### config.mk
export PLATFORM = sky130hd
export DESIGN_NAME = pms_ctrl
export DESIGN_NICKNAME = d
export VERILOG_FILES = /design/src/rtl/pms_pkg.sv /design/src/rtl/pms_ctrl.sv
export SDC_FILE = /design/constraint.sdc
export NUM_CORES = 1
export LEC_CHECK = 0
export BUFFER_PORTS_ARGS = -buffer_cell sky130_fd_sc_hd__clkbuf_2
export CORE_AREA = 4 4 41 43
export DETAILED_ROUTE_END_ITERATION = 16
export DIE_AREA = 0 0 45 47
export HOLD_SLACK_MARGIN = 0.06
export PLACE_DENSITY_LB_ADDON = 0.3
export RECOVER_POWER = 100
export SYNTH_ARGS = -nofsm -noshare
export SYNTH_HDL_FRONTEND = slang
export SYNTH_SLANG_ARGS = --single-unit
### constraint.sdc
create_clock -name clk -period 1.54 [get_ports clk]
set_clock_uncertainty 0.15 [all_clocks]
set_input_delay 0.231 -clock clk [delete_from_list [all_inputs] [get_ports clk]]
set_output_delay 0.231 -clock clk [all_outputs]
set_load 0.05 [all_outputs]
### src/rtl/pms_pkg.sv
`timescale 1ns / 1ps

package pms_pkg;

    localparam logic [1:0] OP_LOAD   = 2'd0;
    localparam logic [1:0] OP_WRITE  = 2'd1;
    localparam logic [1:0] OP_STEP   = 2'd2;
    localparam logic [1:0] OP_RECOMP = 2'd3;

    localparam logic [1:0] CFG_SEQ_LENGTH    = 2'd0;
    localparam logic [1:0] CFG_ALPHABET_SIZE = 2'd1;

    localparam int DE_BITS = 17;

    typedef struct packed {
        logic capture;
        logic wr_first;
        logic wr_second;
        logic walk_init;
        logic walk_step;
        logic row_init;
        logic row_latch;
        logic col_step;
        logic exp_init;
        logic exp_step;
        logic finish;
    } pms_cmd_t;

    typedef struct packed {
        logic [1:0] op;
        logic       load_ok;
        logic       step_ok;
        logic       j_last;
        logic       row_done;
        logic       de_le0;
        logic       de_big;
        logic       mask_zero;
        logic       out_free;
    } pms_stat_t;

    // round(2^30 * exp(-2^(k-12)))
    function automatic logic [29:0] exp_coef(input logic [4:0] k);
        logic [29:0] c;
        case (k)
            5'd0:    c = 30'd1073479712;
            5'd1:    c = 30'd1073217664;
            5'd2:    c = 30'd1072693760;
            5'd3:    c = 30'd1071646719;
            5'd4:    c = 30'd1069555701;
            5'd5:    c = 30'd1065385899;
            5'd6:    c = 30'd1057095000;
            5'd7:    c = 30'd1040706261;
            5'd8:    c = 30'd1008687096;
            5'd9:    c = 30'd947573834;
            5'd10:   c = 30'd836230973;
            5'd11:   c = 30'd651257337;
            5'd12:   c = 30'd395007542;
            5'd13:   c = 30'd145315154;
            5'd14:   c = 30'd19666268;
            5'd15:   c = 30'd360200;
            5'd16:   c = 30'd121;
            default: c = 30'd0;
        endcase
        return c;
    endfunction

    function automatic logic [4:0] lowest_bit(input logic [DE_BITS-1:0] m);
        logic [4:0] k;
        k = 5'd0;
        for (int n = DE_BITS - 1; n >= 0; n--) begin
            if (m[n])
            begin
                k = 5'(n);
            end
        end
        return k;
    endfunction

endpackage

### src/rtl/pms_ctrl.sv
`timescale 1ns / 1ps

module pms_ctrl (
    input  logic              clk,
    input  logic              rst_n,
    input  logic              in_valid,
    output logic              in_ready,
    input  pms_pkg::pms_stat_t stat,
    output pms_pkg::pms_cmd_t  cmd
);

    localparam logic [3:0] S_IDLE  = 4'd0;
    localparam logic [3:0] S_DISP  = 4'd1;
    localparam logic [3:0] S_WR1   = 4'd2;
    localparam logic [3:0] S_WR2   = 4'd3;
    localparam logic [3:0] S_WALK  = 4'd4;
    localparam logic [3:0] S_DRAIN = 4'd5;
    localparam logic [3:0] S_EXPI  = 4'd6;
    localparam logic [3:0] S_EXPR  = 4'd7;
    localparam logic [3:0] S_ROW   = 4'd8;
    localparam logic [3:0] S_COL   = 4'd9;
    localparam logic [3:0] S_FIN   = 4'd10;

    logic [3:0] state_reg;
    logic [3:0] state_next;

    assign in_ready = (state_reg == S_IDLE);

    always_comb
    begin
        state_next = state_reg;
        cmd        = '0;
        case (state_reg)
            S_IDLE:
            begin
                if (in_valid)
                begin
                    cmd.capture = 1'b1;
                    state_next  = S_DISP;
                end
            end
            S_DISP:
            begin
                case (stat.op)
                    pms_pkg::OP_LOAD:
                    begin
                        state_next = stat.load_ok ? S_WR1 : S_FIN;
                    end
                    pms_pkg::OP_STEP:
                    begin
                        if (stat.step_ok)
                        begin
                            cmd.walk_init = 1'b1;
                            state_next    = S_WALK;
                        end
                        else
                        begin
                            state_next = S_FIN;
                        end
                    end
                    pms_pkg::OP_RECOMP:
                    begin
                        cmd.row_init = 1'b1;
                        state_next   = S_ROW;
                    end
                    default:
                    begin
                        state_next = S_FIN;
                    end
                endcase
            end
            S_WR1:
            begin
                cmd.wr_first = 1'b1;
                state_next   = S_WR2;
            end
            S_WR2:
            begin
                cmd.wr_second = 1'b1;
                state_next    = S_FIN;
            end
            S_WALK:
            begin
                cmd.walk_step = 1'b1;
                if (stat.j_last)
                begin
                    state_next = S_DRAIN;
                end
            end
            S_DRAIN:
            begin
                state_next = S_EXPI;
            end
            S_EXPI:
            begin
                cmd.exp_init = 1'b1;
                state_next   = (stat.de_le0 || stat.de_big) ? S_FIN : S_EXPR;
            end
            S_EXPR:
            begin
                if (stat.mask_zero)
                begin
                    state_next = S_FIN;
                end
                else
                begin
                    cmd.exp_step = 1'b1;
                end
            end
            S_ROW:
            begin
                if (stat.row_done)
                begin
                    state_next = S_FIN;
                end
                else
                begin
                    cmd.row_latch = 1'b1;
                    state_next    = S_COL;
                end
            end
            S_COL:
            begin
                cmd.col_step = 1'b1;
                if (stat.j_last)
                begin
                    state_next = S_ROW;
                end
            end
            S_FIN:
            begin
                if (stat.out_free)
                begin
                    cmd.finish = 1'b1;
                    state_next = S_IDLE;
                end
            end
            default:
            begin
                state_next = S_IDLE;
            end
        endcase
    end

    always_ff @(posedge clk or negedge rst_n)
    begin
        if (!rst_n)
        begin
            state_reg <= S_IDLE;
        end
        else
        begin
            state_reg <= state_next;
        end
    end

endmodule

* Word-level counts from Yosys, hierarchy flattened
Index checks and enable logic that the tools add are counted.
Word-level totals: flip-flop bits (word level) 4, bits in latches 0, RAM bits 0, ROM bits 0, input port bits 13, memories kept 0
Cells by class: $add $sub $neg 0, multiply operators 0, divide/modulo/power cells 0, $lt $le $gt $ge 0, eq/ne operators 17, shift operators 0, multiplexer cells 29, bitwise gates (word level) 0, reductions and logical operators 4
Operator list (count):
- 4-bit case mux with 11 select lines | 1
- 4-bit 2-to-1 mux | 8
- 1-bit 2-to-1 mux | 18
- 4-bit by 3-bit equality test with 1-bit output, second input constant | 4
- 4-bit equality test, second input constant | 3
- 4-bit case mux with 3 select lines | 1
- 2-bit != test, second input constant | 5
- 4-bit by 2-bit equality test with 1-bit output, second input constant | 2
- 5-bit AND reduction | 1
- 2-bit equality test, second input constant | 2
- 4-bit by 1-bit equality test with 1-bit output, second input constant | 1
- 4-bit logical NOT | 1
- 2-bit logical NOT | 1
- 2-bit 2-to-1 mux | 1
- 1-bit logical OR | 1

* Depth between registers and ports, before layout
depth in word-level cells 3, depth in mapped cells 5

* Worst setup path after synthesis
No wires, ideal clock.
path type reg2out, start point register state_reg[0], end point output cmd[10] (netlist name), data arrival time 2752 ps, path slack -1593 ps, stages on the path, launching flop included 4, path buffers 1, cell sequence dfrtp_1 buf_4 nor4_1 and2_1
RTL lines:
- from (decl) | line pms_ctrl.sv:24 | logic [3:0] state_reg;
- from (signal assigned) | line pms_ctrl.sv:153 | state_reg <= state_next;
- to (decl) | line pms_ctrl.sv:9 | output pms_pkg::pms_cmd_t cmd

==> flow_metrics.tcl <==
set metrics [dict create \
    globalRouteOverflowTotal 0 \
    site_row_count 13 \
    port_buffers 24 \
    fp.dieW_um 45 \
    overall_die_area_mm2 0.00212 \
    setup_ws_ns -0.484 \
    leakage_nw 0.560 \
    synth_enable_flop_cells 0 \
    violations_in_the_final_reports "negative setup slack" \
    yosys_warnings 0 \
    met3_usage_in_global_routing_pct 3.07 \
    timing.setup.critical_path_class "flip-flop to output pin" \
    area_growth_syn_to_layout_pct 172 \
    cp-start-kind "flip-flop" \
    worstMarginPinSlew_ns 0.296 \
    grt_first_pass_wirelength_mm 3.34 \
    fin_hold_ws_ns 0.179 \
    initial_cell_density_of_the_core_pct 35.1 \
    tritoncts "yes" \
    clkSinkCount 4 \
    post_layout_nonfiller_instances 133 \
    postSynthAreaPerCell_um2 8.01 \
    outcome "complete, but fails checks" \
    worstSkewPairLatency_ns 0.24 \
    grt_antenna_before_repair 0 \
    dp_worst_setup_slack_ns -0.194 \
    clock.fmax_ghz 0.494 \
    syn_area_um2 457 \
    rsz_0062_raised_after_global_routing "true" \
    largest_register_ffs 4 \
    wl_per_cell_um 25.2 \
    vias 812 \
    overall_track_demand_over_capacity_in_global_routing_pct 22.9 \
    wl_mm 3.35 \
    cts_root_buffer "clkbuf_4" \
    timing.critical_path.arrival_ns 1.64 \
    synth_ff_type "dfrtp_1" \
    timing.final.crit_share_pct 131 \
    min_path_type "input port to flip-flop" \
    grt_max_degree 10 \
    die_height_um 47 \
    worst_setup_path_startpoint "state_reg[1]" \
    use_met1_pct 25.3 \
    synth_top_cell_by_area "dfrtp_1" \
    maximum_root_to_sink_buffer_count 2 \
    postSynth.asyncResetShare_pct 100 \
    crit_path_max_fanout 4 \
    remaining_antenna_violation_count 0 \
    clk_pin_slew_worst_paths_ns 0.05 \
    i_o_pin_cnt 25 \
    synth_area_leaders "dfrtp_1, mux2i_1, o211ai_1, nor3_1, buf_6" \
    ir_drop_mv 1.76 \
    final_core_utilization_pct 95.6 \
    seq_area_frac_synth_pct 21.9 \
    h-tree-depth 1 \
    core_region_area_mm2 0.00130 \
    detail_route.first_pass.iterations 5 \
    data_required_time_at_the_worst_endpoint_ns 1.16 \
    post_synth_most_frequent_cells "nand2_1, nor2_1, nor3_1" \
    power.density_mw_per_mm2 2440 \
    detail_route.iter0.violations 21 \
    grt_most_used_layer "met2" \
    drv.max_cap_violation_count 0 \
    synthDistinctLibCells 29 \
    synth_cells 57 \
    ys_ff_latch 4 \
    postSynthNetCount 70 \
    max_slew_margin_pct 79.7 \
    total_power_mw 3.04 \
    final_layout_size_suffix_gt1_share_pct 79.7 \
    synth_largest_type_area_fraction_pct 21.9 \
    count_of_final_setup_violators 15 \
    dp_hpwl_mm 1.34 \
    drc_errors 0 \
    numCtsBuffers 3 \
    n_diodes 0 \
    hp-start "stat[4]" \
    final.min_clock_period_ns 2.02 \
    slew_violations 0 \
    worstSetupEndpointType "output pin" \
    place.gp.congestion 0.869 \
    via_count_of_the_first_global_routing_pass 662 \
    final-hold-violation-count 0 \
    n_fill_cell 30 \
    routed_via_density 6.11 \
    worst_r2r_startpoint "state_reg[2]" \
    placed_cells 110 \
    use_met2_pct 39.8 \
    design.final.nets 132 \
]
[routing by layer]
layer / share of wire [%] / vias to the layer above
met5: 0 / -
met2: 50 / 71
li1: - / 335
met4: 4.0 / 0
met1: 34 / 392
met3: 11 / 14
[worst max-delay path, stage by stage, from the launching register on]
cell and delay [ns]:
dfrtp_2 0.45, and2b_1 0.25, nand4_1 0.19, nor3b_4 0.33, buf_12 0.18
[cell usage in the layout, fill, tap and decap left out, drive strengths merged, types with 2 or more instances in the layout]
master  Yosys  layout
a21oi       4       4
and2b       2       2
buf         4      46
clkbuf      0      18
dfrtp       4       4
inv         4       4
mux2i       3       3
nand2       5       5
nor2        5       5
nor3        5       5
nor4        2       2
o211ai      4       4
or3         2       2
[per-stage QoR]
step	cell area, um2	setup TNS [ns]
after floorplan	578	-1.81
after global placement	865	-1.30
after detailed placement	865	-1.51
after CTS	1040	-3.13
after global routing	1240	-5.05
final	1240	-4.55
[report_power, final]
group	switching, mW	internal [mW]	total (mW)
clock	0.0597	0.0984	0.158
sequential	0.118	0.172	0.290
combinational	1.33	1.26	2.59
total	1.51	1.53	3.04
[path summary, 6_finish.rpt]
| check | end | slack (ns) | depth (start not counted) |
|---|---|---|---|
| max | cmd[7] | -0.48 | 4 |
| min | state_reg[1] | 0.18 | 3 |
| max reg2reg | state_reg[3] | -0.33 | 5 |
| min reg2reg | state_reg[2] | 0.61 | 2 |
| max in group asynchronous | state_reg[0] | 0.80 | 2 |
| min in group asynchronous | state_reg[2] | 0.22 | 2 |
[kinds of logic after synthesis]
| group | after synthesis | synth area share (%) |
|---|---|---|
| AO/OA/AOI/OAI | 14 | 23.3 |
| buffers and inverters | 8 | 11.5 |
| flip-flops | 4 | 21.9 |
| multiplexers | 4 | 9.86 |
| AND/OR/NAND/NOR | 27 | 33.4 |
[timing repair]
action,in CTS,in global routing
hold buffers,1,0
gates resized for setup,29,33
setup buffers,4,14
setup endpoints to repair,16,16
endpoints found under the hold margin,4,0
pin swaps,3,12
[cell type report]
cell class | count | area (um2) | area share (%)
flip-flops and latches | 4 | 105 | 8.45
clock buffers | 4 | 26.3 | 2.11
well taps | 15 | 18.8 | 1.51
multi-input cells | 45 | 489 | 39.3
inverters | 4 | 22.5 | 1.81
repair buffers | 61 | 582 | 46.8
Note: power is estimated with default switching activity, not from simulation.
